[src/rtl/stable_priority_queue_defines.svh]
// assertion macros used by the rtl top level
`ifndef STABLE_PRIORITY_QUEUE_DEFINES_SVH
`define STABLE_PRIORITY_QUEUE_DEFINES_SVH

// same-cycle implication, checked outside reset
`define SPQ_ASSERT_NOW(lbl, clk, rstn, ante, cons) \
    lbl: assert property (@(posedge clk) disable iff (!(rstn)) (ante) |-> (cons)) \
        else $error("assertion failed: same-cycle check");

// next-cycle implication, checked outside reset
`define SPQ_ASSERT_NEXT(lbl, clk, rstn, ante, cons) \
    lbl: assert property (@(posedge clk) disable iff (!(rstn)) (ante) |=> (cons)) \
        else $error("assertion failed: next-cycle check");

`endif

[src/rtl/spq_pkg.sv]
package spq_pkg;

    // width of the fill count field in a result
    localparam int FILL_BITS = 5;

    // command codes carried in s_tuser
    localparam logic OP_ENQUEUE = 1'b0;
    localparam logic OP_DEQUEUE = 1'b1;

    typedef enum logic [1:0] {
        STAT_DONE  = 2'd0,
        STAT_EMPTY = 2'd1,
        STAT_FULL  = 2'd2
    } spq_status_t;

    typedef enum logic [2:0] {
        ST_IDLE,
        ST_DEQ,
        ST_SCAN,
        ST_PUT,
        ST_RESULT
    } spq_state_t;

    // result strobe from the sequencer to the output register
    typedef struct packed {
        logic        valid;
        spq_status_t status;
    } spq_res_t;

endpackage

[src/rtl/stable_priority_queue.sv]
// Bounded priority queue, highest priority first, equal priorities in arrival
// order. s_tuser selects enqueue or dequeue; every command gives exactly one
// result transfer with a status, the dequeued entry (zero otherwise) and the
// fill count after the command. Entries live in a single-port-write,
// registered-read memory addressed as a ring; one sequencer with one priority
// comparator does the work, one memory entry per cycle. A dequeue passes through
// ST_DEQ to ST_RESULT; a rejected enqueue or a dequeue on an empty queue goes
// straight to ST_RESULT. An enqueue visits in ST_SCAN each stored entry of lower
// priority, moving it back one place, and writes the new entry in ST_SCAN or in
// ST_PUT before ST_RESULT. The result sits in an output register, so the
// next command is processed while it waits; a command only stalls before its
// result if the previous result has not been taken yet.
`include "stable_priority_queue_defines.svh"

module stable_priority_queue import spq_pkg::*; #(
    parameter int QUEUE_DEPTH   = 16,
    parameter int VALUE_BITS    = 16,
    parameter int PRIORITY_BITS = 3
) (
    input  logic aclk,
    input  logic aresetn,
    // command transfer
    input  logic                  s_tvalid,
    output logic                  s_tready,
    // item_value, item_priority
    input  logic [((VALUE_BITS+PRIORITY_BITS+7)/8)*8-1:0] s_tdata,
    // operation
    input  logic                  s_tuser,
    // result transfer
    output logic                  m_tvalid,
    input  logic                  m_tready,
    // out_value, out_priority, fill_count
    output logic [((VALUE_BITS+PRIORITY_BITS+FILL_BITS+7)/8)*8-1:0] m_tdata,
    // status
    output logic [1:0]            m_tuser
);

    localparam int CW    = $clog2(QUEUE_DEPTH + 1);
    localparam int OUT_W = ((VALUE_BITS + PRIORITY_BITS + FILL_BITS + 7) / 8) * 8;

    spq_res_t                 res;
    logic [VALUE_BITS-1:0]    res_value;
    logic [PRIORITY_BITS-1:0] res_priority;
    logic [CW-1:0]            res_count;
    logic                     res_free;

    logic                     m_tvalid_reg, m_tvalid_next;
    logic [OUT_W-1:0]         m_tdata_reg, m_tdata_next;
    logic [1:0]               m_tuser_reg, m_tuser_next;

    spq_seq #(
        .QUEUE_DEPTH   (QUEUE_DEPTH),
        .VALUE_BITS    (VALUE_BITS),
        .PRIORITY_BITS (PRIORITY_BITS)
    ) u_seq (
        .aclk         (aclk),
        .aresetn      (aresetn),
        .cmd_valid    (s_tvalid),
        .cmd_ready    (s_tready),
        .cmd_op       (s_tuser),
        .cmd_value    (s_tdata[VALUE_BITS-1:0]),
        .cmd_priority (s_tdata[VALUE_BITS+PRIORITY_BITS-1:VALUE_BITS]),
        .res_free     (res_free),
        .res          (res),
        .res_value    (res_value),
        .res_priority (res_priority),
        .res_count    (res_count)
    );

    // output register is free when empty or drained this cycle
    assign res_free = !m_tvalid_reg || m_tready;

    always_comb begin
        m_tvalid_next = m_tvalid_reg && !m_tready;
        m_tdata_next  = m_tdata_reg;
        m_tuser_next  = m_tuser_reg;
        if (res.valid) begin
            m_tvalid_next = 1'b1;
            m_tdata_next  = OUT_W'({FILL_BITS'(res_count), res_priority, res_value});
            m_tuser_next  = res.status;
        end
    end

    always_ff @(posedge aclk) begin
        if (!aresetn) begin
            m_tvalid_reg <= 1'b0;
        end else begin
            m_tvalid_reg <= m_tvalid_next;
        end
    end

    always_ff @(posedge aclk) begin
        m_tdata_reg <= m_tdata_next;
        m_tuser_reg <= m_tuser_next;
    end

    assign m_tvalid = m_tvalid_reg;
    assign m_tdata  = m_tdata_reg;
    assign m_tuser  = m_tuser_reg;

    // the sequencer is not ready in the cycle after it accepts a command
    `SPQ_ASSERT_NEXT(a_busy_after_cmd, aclk, aresetn, s_tvalid && s_tready, !s_tready)
    // a result never overwrites one that has not been taken
    `SPQ_ASSERT_NOW(a_no_overwrite, aclk, aresetn, res.valid, !m_tvalid_reg || m_tready)
    // a rejected enqueue only happens on a full queue
    `SPQ_ASSERT_NOW(a_full_count, aclk, aresetn, res.valid && res.status == STAT_FULL, res_count == CW'(QUEUE_DEPTH))
    // an empty report only happens on an empty queue
    `SPQ_ASSERT_NOW(a_empty_count, aclk, aresetn, res.valid && res.status == STAT_EMPTY, res_count == '0)

endmodule

[src/rtl/spq_mem.sv]
module spq_mem import spq_pkg::*; #(
    parameter int DEPTH = 16,
    parameter int WIDTH = 19
) (
    input  logic                     aclk,
    input  logic                     wr_en,
    input  logic [$clog2(DEPTH)-1:0] wr_addr,
    input  logic [WIDTH-1:0]         wr_data,
    input  logic [$clog2(DEPTH)-1:0] rd_addr,
    output logic [WIDTH-1:0]         rd_data
);

    logic [WIDTH-1:0] mem [DEPTH];
    logic [WIDTH-1:0] rd_data_reg;

    // single write port
    always_ff @(posedge aclk) begin
        if (wr_en) begin
            mem[wr_addr] <= wr_data;
        end
    end

    // registered read port
    always_ff @(posedge aclk) begin
        rd_data_reg <= mem[rd_addr];
    end

    assign rd_data = rd_data_reg;

endmodule

[src/rtl/spq_seq.sv]
module spq_seq import spq_pkg::*; #(
    parameter int QUEUE_DEPTH   = 16,
    parameter int VALUE_BITS    = 16,
    parameter int PRIORITY_BITS = 3
) (
    input  logic                             aclk,
    input  logic                             aresetn,
    // command side
    input  logic                             cmd_valid,
    output logic                             cmd_ready,
    input  logic                             cmd_op,
    input  logic [VALUE_BITS-1:0]            cmd_value,
    input  logic [PRIORITY_BITS-1:0]         cmd_priority,
    // result side
    input  logic                             res_free,
    output spq_res_t                         res,
    output logic [VALUE_BITS-1:0]            res_value,
    output logic [PRIORITY_BITS-1:0]         res_priority,
    output logic [$clog2(QUEUE_DEPTH+1)-1:0] res_count
);

    localparam int AW = $clog2(QUEUE_DEPTH);
    localparam int CW = $clog2(QUEUE_DEPTH + 1);
    localparam int EW = VALUE_BITS + PRIORITY_BITS;

    spq_state_t state_reg, state_next;
    logic [AW-1:0]            head_reg, head_next;
    logic [AW-1:0]            tail_reg, tail_next;
    logic [CW-1:0]            count_reg, count_next;
    logic [AW-1:0]            scan_reg, scan_next;
    logic [AW-1:0]            hole_reg, hole_next;
    logic [CW-1:0]            left_reg, left_next;
    logic [VALUE_BITS-1:0]    item_val_reg, item_val_next;
    logic [PRIORITY_BITS-1:0] item_pri_reg, item_pri_next;
    spq_status_t              status_reg, status_next;
    logic [VALUE_BITS-1:0]    oval_reg, oval_next;
    logic [PRIORITY_BITS-1:0] opri_reg, opri_next;

    logic                     mem_we;
    logic [AW-1:0]            mem_waddr;
    logic [EW-1:0]            mem_wdata;
    logic [AW-1:0]            mem_raddr;
    logic [EW-1:0]            mem_rdata;
    logic [VALUE_BITS-1:0]    rd_val;
    logic [PRIORITY_BITS-1:0] rd_pri;

    // circular index steps
    function automatic logic [AW-1:0] idx_inc(input logic [AW-1:0] x);
        return (x == AW'(QUEUE_DEPTH - 1)) ? '0 : x + 1'b1;
    endfunction

    function automatic logic [AW-1:0] idx_dec(input logic [AW-1:0] x);
        return (x == '0) ? AW'(QUEUE_DEPTH - 1) : x - 1'b1;
    endfunction

    spq_mem #(
        .DEPTH (QUEUE_DEPTH),
        .WIDTH (EW)
    ) u_mem (
        .aclk    (aclk),
        .wr_en   (mem_we),
        .wr_addr (mem_waddr),
        .wr_data (mem_wdata),
        .rd_addr (mem_raddr),
        .rd_data (mem_rdata)
    );

    assign rd_val = mem_rdata[VALUE_BITS-1:0];
    assign rd_pri = mem_rdata[EW-1:VALUE_BITS];

    // control state
    always_ff @(posedge aclk) begin
        if (!aresetn) begin
            state_reg <= ST_IDLE;
            head_reg  <= '0;
            tail_reg  <= '0;
            count_reg <= '0;
        end else begin
            state_reg <= state_next;
            head_reg  <= head_next;
            tail_reg  <= tail_next;
            count_reg <= count_next;
        end
    end

    // working registers of the current command
    always_ff @(posedge aclk) begin
        scan_reg     <= scan_next;
        hole_reg     <= hole_next;
        left_reg     <= left_next;
        item_val_reg <= item_val_next;
        item_pri_reg <= item_pri_next;
        status_reg   <= status_next;
        oval_reg     <= oval_next;
        opri_reg     <= opri_next;
    end

    // sequencer: dequeue reads the head; enqueue walks back from the tail, shifting lower priorities
    always_comb begin
        state_next    = state_reg;
        head_next     = head_reg;
        tail_next     = tail_reg;
        count_next    = count_reg;
        scan_next     = scan_reg;
        hole_next     = hole_reg;
        left_next     = left_reg;
        item_val_next = item_val_reg;
        item_pri_next = item_pri_reg;
        status_next   = status_reg;
        oval_next     = oval_reg;
        opri_next     = opri_reg;
        mem_we        = 1'b0;
        mem_waddr     = hole_reg;
        mem_wdata     = {item_pri_reg, item_val_reg};
        mem_raddr     = scan_reg;
        cmd_ready     = 1'b0;
        res           = '{valid: 1'b0, status: status_reg};

        case (state_reg)
            ST_IDLE: begin
                cmd_ready = 1'b1;
                mem_raddr = (cmd_op == OP_DEQUEUE) ? head_reg : idx_dec(tail_reg);
                if (cmd_valid) begin
                    item_val_next = cmd_value;
                    item_pri_next = cmd_priority;
                    oval_next     = '0;
                    opri_next     = '0;
                    status_next   = STAT_DONE;
                    scan_next     = idx_dec(tail_reg);
                    hole_next     = tail_reg;
                    left_next     = count_reg;
                    if (cmd_op == OP_DEQUEUE) begin
                        if (count_reg == '0) begin
                            status_next = STAT_EMPTY;
                            state_next  = ST_RESULT;
                        end else begin
                            state_next = ST_DEQ;
                        end
                    end else begin
                        if (count_reg == CW'(QUEUE_DEPTH)) begin
                            status_next = STAT_FULL;
                            state_next  = ST_RESULT;
                        end else if (count_reg == '0) begin
                            state_next = ST_PUT;
                        end else begin
                            state_next = ST_SCAN;
                        end
                    end
                end
            end

            ST_DEQ: begin
                oval_next  = rd_val;
                opri_next  = rd_pri;
                head_next  = idx_inc(head_reg);
                count_next = count_reg - 1'b1;
                state_next = ST_RESULT;
            end

            ST_SCAN: begin
                mem_we = 1'b1;
                if (rd_pri < item_pri_reg) begin
                    // shift this entry one place back and look further ahead
                    mem_wdata = mem_rdata;
                    hole_next = scan_reg;
                    if (left_reg == CW'(1)) begin
                        state_next = ST_PUT;
                    end else begin
                        mem_raddr = idx_dec(scan_reg);
                        scan_next = idx_dec(scan_reg);
                        left_next = left_reg - 1'b1;
                    end
                end else begin
                    // slot found behind an entry of equal or higher priority
                    tail_next  = idx_inc(tail_reg);
                    count_next = count_reg + 1'b1;
                    state_next = ST_RESULT;
                end
            end

            ST_PUT: begin
                mem_we     = 1'b1;
                tail_next  = idx_inc(tail_reg);
                count_next = count_reg + 1'b1;
                state_next = ST_RESULT;
            end

            ST_RESULT: begin
                if (res_free) begin
                    res.valid  = 1'b1;
                    state_next = ST_IDLE;
                end
            end

            default: begin
                state_next = ST_IDLE;
            end
        endcase
    end

    assign res_value    = oval_reg;
    assign res_priority = opri_reg;
    assign res_count    = count_reg;

endmodule
[config.mk]
export PLATFORM = sky130hd
export DESIGN_NAME = stable_priority_queue
export DESIGN_NICKNAME = d
export VERILOG_FILES = /design/src/rtl/spq_pkg.sv /design/src/rtl/stable_priority_queue.sv /design/src/rtl/spq_mem.sv /design/src/rtl/spq_seq.sv
export VERILOG_INCLUDE_DIRS = /design/src /design/src/rtl
export SDC_FILE = /design/constraint.sdc
export NUM_CORES = 1
export LEC_CHECK = 0
export BUFFER_PORTS_ARGS = -buffer_cell sky130_fd_sc_hd__buf_4
export CAP_MARGIN = 20
export CORE_MARGIN = 1
export CORE_UTILIZATION = 45
export CTS_BUF_LIST = sky130_fd_sc_hd__clkbuf_4
export CTS_CLUSTER_SIZE = 25
export DETAILED_ROUTE_END_ITERATION = 6
export SLEW_MARGIN = 20
export SYNTH_ARGS = -nofsm -noshare
export SYNTH_HDL_FRONTEND = slang
export SYNTH_SLANG_ARGS = --single-unit
[constraint.sdc]
create_clock -name aclk -period 3.04 [get_ports aclk]
set_clock_uncertainty 0.15 [all_clocks]
set_input_delay 0.304 -clock aclk [delete_from_list [all_inputs] [get_ports aclk]]
set_output_delay 0.304 -clock aclk [all_outputs]
set_load 0.01 [all_outputs]
## Word-level counts from Yosys, hierarchy flattened

Memory sizes are Yosys's and may differ from the RTL's. A register that Yosys moved wholly into a read port is not among the register bits.
Index checks and enable logic that the tools add are counted.

| word-level totals | value |
|---|---|
| register bits after elaboration | 96 |
| latch bits | 0 |
| memory bits (writable) | 304 |
| bits in read-only memories | 0 |
| bits of input ports | 29 |
| output and inout port bits | 28 |
| word-level logic and storage cells | 106 |
| memories | 1 |

Memories:

| name | words | width | read ports | clocked after Yosys merged registers in | write ports | line | source |
|---|---|---|---|---|---|---|---|
| u_seq.u_mem.mem | 16 | 19 | 1 | 1 | 1 | spq_mem.sv:13 | `logic [WIDTH-1:0] mem [DEPTH];` |

| cells by class | value |
|---|---|
| add/subtract/negate cells | 7 |
| $mul | 0 |
| div/mod/pow operators | 0 |
| magnitude comparators | 1 |
| eq/ne operators | 14 |
| shifts and indexed selects | 0 |
| mux-type cells | 46 |
| bitwise gates (word level) | 0 |
| reduce and logical (&&, ||, !) cells | 22 |

Operators by type and width:

| cell | count |
|---|---|
| $mux W4 | 11 |
| $mux W19 | 2 |
| $pmux W16 S2 | 1 |
| $pmux W4 S2 | 4 |
| $mux W3 | 8 |
| $mux W5 | 4 |
| $mux W16 | 1 |
| $pmux W5 S3 | 1 |
| $pmux W3 S4 | 1 |
| $pmux W5 S2 | 1 |
| $reduce_and A2 Y1 | 5 |
| $sub A5 B1 Y5 const B | 2 |
| $mux W1 | 9 |
| $add A4 B1 Y4 const B | 2 |
| $eq A4 B4 Y1 const B | 2 |
| $logic_not A4 Y1 | 2 |
| $ne A2 B2 Y1 const B | 4 |
| $sub A4 B1 Y4 const B | 2 |
| $eq A3 B2 Y1 const B | 2 |
| $pmux W3 S2 | 1 |
| $reduce_and A3 Y1 | 2 |
| $reduce_bool A2 Y1 | 3 |
| $add A5 B1 Y5 const B | 1 |
| $eq A5 B1 Y1 const B | 1 |
| 15 further kinds | 18 |

## Logic depth before layout (Yosys ltp)

| logic depth | value |
|---|---|
| depth after elaboration | 6 |
| mapped depth | 13 |

## By module

Synthesis repeated with hierarchy kept, for this count alone.

| second synthesis, totals | value |
|---|---|
| cells, all modules | 845 |
| area total of the unflattened synthesis | 16264.3 µm² |

By module, submodules not included:

| module | times used | cells an instance | area an instance (µm²) |
|---|---|---|---|
| spq_mem | 1 | 507 | 11846.4 |
| spq_seq | 1 | 308 | 3588.4 |
| stable_priority_queue | 1 | 30 | 829.5 |

## Worst setup path after synthesis

No wires, ideal clock.

| path | value |
|---|---|
| path type | register -> register |
| start point | register u_seq.state_reg[1] |
| end point | memory u_seq.u_mem.mem[0][0] (enable) |
| data arrival time | 2.777 ns |
| slack | -0.306 ns |
| cell stages (with the launch flop) | 7 |
| path buffers | 1 |
| cell sequence | dfxtp_1 buf_2 inv_1 nor2_1 inv_1 or3_1 nor3_1 |

| on the way | value |
|---|---|
| word-level cells in the longest chain between the ends | 5 |
| elaborated cells on any way between the ends | 6 |
| classes of those cells | 2 x eq/ne; 3 x mux; 1 x reduce/logical |

RTL lines:

| item | line | source |
|---|---|---|
| start: declaration | spq_seq.sv:26 | `spq_state_t state_reg, state_next;` |
| start signal: assignment | spq_seq.sv:79 | `state_reg <= state_next;` |
| $eq A3 B2 Y1 | spq_seq.sv:119 | `case (state_reg)` |
| $reduce_or A2 Y1 (no line) * | -- |  |
| $mux W1 * | spq_seq.sv:119 |  |
| $mux W1 * | spq_mem.sv:18 | `if (wr_en) begin` |
| $mux W1 (not written as such) * | spq_mem.sv:19 | `mem[wr_addr] <= wr_data;` |
| end: declaration | spq_mem.sv:13 |  |

Every way passes the cells marked *; elsewhere a longest branch is shown, timed or not.

## Final worst setup path

| path | value |
|---|---|
| start point | register u_seq.left_reg[1] |
| end point | register u_seq.u_mem.rd_data_reg[13] (netlist: u_seq.u_mem.rd_data[13]) (read register of u_seq.u_mem.mem) |

| on the way | value |
|---|---|
| word-level cells in the longest chain between the ends | 4 |

RTL lines:

| item | line | source |
|---|---|---|
| start: declaration | spq_seq.sv:32 | `logic [CW-1:0] left_reg, left_next;` |
| start signal: assignment | spq_seq.sv:90 | `left_reg <= left_next;` |
| $eq A5 B1 Y1 | spq_seq.sv:166 | `if (left_reg == CW'(1)) begin` |
| $mux W4 | spq_seq.sv:166 |  |
| $mux W4 | spq_seq.sv:162 | `if (rd_pri < item_pri_reg) begin` |
| $pmux W4 S2 | spq_seq.sv:119 |  |
| end: declaration | spq_mem.sv:14 | `logic [WIDTH-1:0] rd_data_reg;` |

Every way passes these cells.
A chain may end at the register's enable or synchronous reset.

==> impl_metrics.json <==
{
  "dr.pass1.iters": 6,
  "crit_type": "register to register",
  "cp_max_fo": 8,
  "groute.usage.overall": 0.2117,
  "postSynthAreaPerCell_um2": 16.24,
  "dp_slack_ps": -271.8,
  "initial_core_util": 0.4600,
  "leakagePower_nw": 7.370,
  "final_layout_size_suffix_gt1_frac": 0.3982,
  "synth_top_cell_area_share": 0.6796,
  "finalHoldViolations": 0,
  "crit_top_cell": "buf_12",
  "critPathMaxStageDelay_ps": 500,
  "grt_max_degree": 27,
  "detail-route-antenna-nets": 0,
  "clk_path_buf_depth": 3,
  "grt_pass1_wl_um": 60420,
  "r2r_start": "u_seq.left_reg[1]",
  "port_buffers": 51,
  "slew_headroom": 0.6311,
  "grt_pass1_vias": 10240,
  "r2r_cells": 12,
  "routedWlPerCell_um": 21.97,
  "worstMarginPinSlew_ps": 548.6,
  "outcome": "complete, but fails checks",
  "antenna_found_initial": 1,
  "layout_setup_ws_ps": -64.92,
  "syn_area_um2": 16920,
  "hp-class": "input port to register",
  "finalNetCount": 1320,
  "synth.area.top_cells": "edfxtp_1, mux2_2, dfxtp_1",
  "die_h_um": 195.9,
  "vias": 10150,
  "syn_inst": 1042,
  "area_delta_synth_final_pct": 23.73,
  "yosys.area.top_type": "edfxtp_1",
  "cp_cell_sequence": "inv_2, ha_4, or4b_4, o211ai_4, mux2_4, nor2_4, buf_12, buf_12, buf_12, mux2_2, o22ai_2, a211oi_2",
  "design.core.area_um2": 36790,
  "syn_nets": 1083,
  "die-area_um2": 38380,
  "hpwl_um": 24450,
  "drt-initial-drc-count": 786,
  "die_x_um": 195.9,
  "hold_ws_ps": 118.1,
  "grt_overflow": 0,
  "cts_tree": "done",
  "setup_viol": 16,
  "htree_levels": 3,
  "yosysUniqueCellTypes": 67,
  "fin_setup_tns_ps": -506.6,
  "min_from": "s_tdata[4]",
  "worstPathArrival_ps": 3590,
  "rsz0062_at_grt": "yes",
  "largest_register_ff_count": 304,
  "powerDensity_nw_per_um2": 1153,
  "drv_slew": 0,
  "finalWirelength_um": 40210,
  "num_rows": 70,
  "vias_per_cell": 5.548,
  "synth-seq-area-share": 0.7222,
  "postPlaceCellArea_um2": 18680,
  "slowest_stage": "or4b_4",
  "ys_ff_latch": 419,
  "synthArstFlopShare": 0,
  "fin_area_um2": 20940,
  "critPathCaptureType": "register",
  "finalNonFillerCells": 1830,
  "yosysWarnings": 0,
  "rr_endpoint": "u_seq.u_mem.rd_data[13]",
  "crit_path_start_kind": "register",
  "ir_drop_mv": 0.5890,
  "path_delay_family": "multiplexers",
  "whs_endpoint": "u_seq.item_val_reg[4]",
  "synthFlopType": "edfxtp_1",
  "routabilityCongestion": 0.8749,
  "drv_cap": 0,
  "drc": 0,
  "cts.clk_slew.worst_paths_ps": 70,
  "post-route-period-util": 1.021,
  "cp.required_ps": 3520,
  "finalCriticalPeriod_ps": 3105,
  "dp_cells": 1607,
  "path_buf_inv": 4,
  "io_pins": 57,
  "rrSetupSlack_ps": -60,
  "hold_depth": 2,
  "clock_latency_ps": 770,
  "violations": "negative setup slack",
  "cts_sinks": 419,
  "numCtsBuffers": 107,
  "clock.fmax_mhz": 322.1,
  "synth_edf_count": 383,
  "clock-root-buffer": "clkbuf_4"
}
## synth_stat cells (3+ instances only)
library cell  count
nand4_1          19
o21ai_0          41
mux2i_1          41
nand2b_1          6
xor2_1            3
nand3_2           4
dfxtp_1          36
nor2_1           32
a211oi_2         18
a21o_1            3
ha_1             11
nand2_1          37
nor2b_1           7
a21boi_0          7
inv_1            13
a211oi_1         39
nor3b_1           3
or3_1             3
a31oi_1           3
nor3_1            8
buf_2            21
xnor2_1           9
buf_4             3
nand3_1          29
clkbuf_1         26
a21oi_1          14
mux2_2           91
edfxtp_1        383
o221a_1          17
buf_6             5
and2_1           26
o22ai_1          36
## cell type report
cell class                 count  area (µm²)
antenna                        1       2.502
clock buffer                 171        1284
clock inverter                20       140.1
fill                        2911       15850
inverter                      13       48.80
multi-input combinational    554        4851
sequential                   419       12220
tap                          468       585.6
timing repair buffer         184        1804
## power breakdown
part	internal, mW	switching, mW	total [mW]	leakage [nW]
Combinational	4.97	6.03	11.0	2.72
Clock	2.70	2.19	4.89	0.860
Sequential	7.80	0.446	8.24	3.79
Total	15.5	8.67	24.1	7.37
## through the flow
| step | utilization | power (mW) |
|---|---|---|
| floorplan | - | 14.11 |
| global placement | 0.5079 | 17.73 |
| detailed placement | 0.5079 | 17.89 |
| CTS | 0.5585 | 23.33 |
| global route | 0.5692 | 25.33 |
| finish | 0.5692 | 24.14 |
## routing by layer
metal	global-route usage	wire, µm
met4	0.07089	640
met5	0	0
met3	0.04470	2532
met2	0.3482	19610
met1	0.2799	17420
## logic make-up after synthesis
logic type      after synthesis  share of synthesized area
compound gates              204                    0.09405
xor+xnor                     12                   0.006211
fa+ha+maj                    12                   0.009316
buf+inv                      69                    0.01974
flops                       419                     0.7222
mux                         133                    0.08569
simple gates                193                    0.06277
## worst max path at each step
stage,startpoint,end,slack [ps],cells past startpoint
2_1_floorplan,u_seq.state_reg[1],u_seq.u_mem.mem[4][0],70,5
3_3_place_gp,u_seq.left_reg[1],u_seq.u_mem.rd_data[10],-190,10
3_5_place_dp,u_seq.left_reg[1],u_seq.u_mem.rd_data[8],-270,10
4_1_cts,u_seq.left_reg[1],u_seq.u_mem.rd_data[13],-40,11
5_1_grt,u_seq.left_reg[1],u_seq.u_mem.rd_data[13],-140,12
6_report,u_seq.left_reg[1],u_seq.u_mem.rd_data[13],-60,12
## layout by cell type, fill, tap and decap left out, types with 12 or more instances in the layout
cell type,n
dfxtp_1,36
a211oi_2,25
buf_12,21
edfxtp_1,383
nand3_1,29
o22ai_2,22
clkbuf_4,171
nor2_2,13
dlygate4sd3_1,23
nand4_1,19
mux2_4,16
mux2_2,76
a211oi_1,32
nand2_1,37
buf_4,130
nor2_1,19
a21oi_1,13
mux2i_1,40
and2_1,26
inv_1,12
o21ai_0,41
## timing repair
| item | in CTS | in global routing |
|---|---|---|
| endpoints found under the setup margin | 18 | 19 |
| hold buffers | 23 | 0 |
| pin swaps | 2 | 27 |
| gates cloned | 1 | 3 |
| endpoints found under the hold margin | 51 | 0 |
| buffers inserted | 3 | 1 |
| resized for setup | 27 | 56 |
Note: power is estimated with default switching activity, not from simulation.
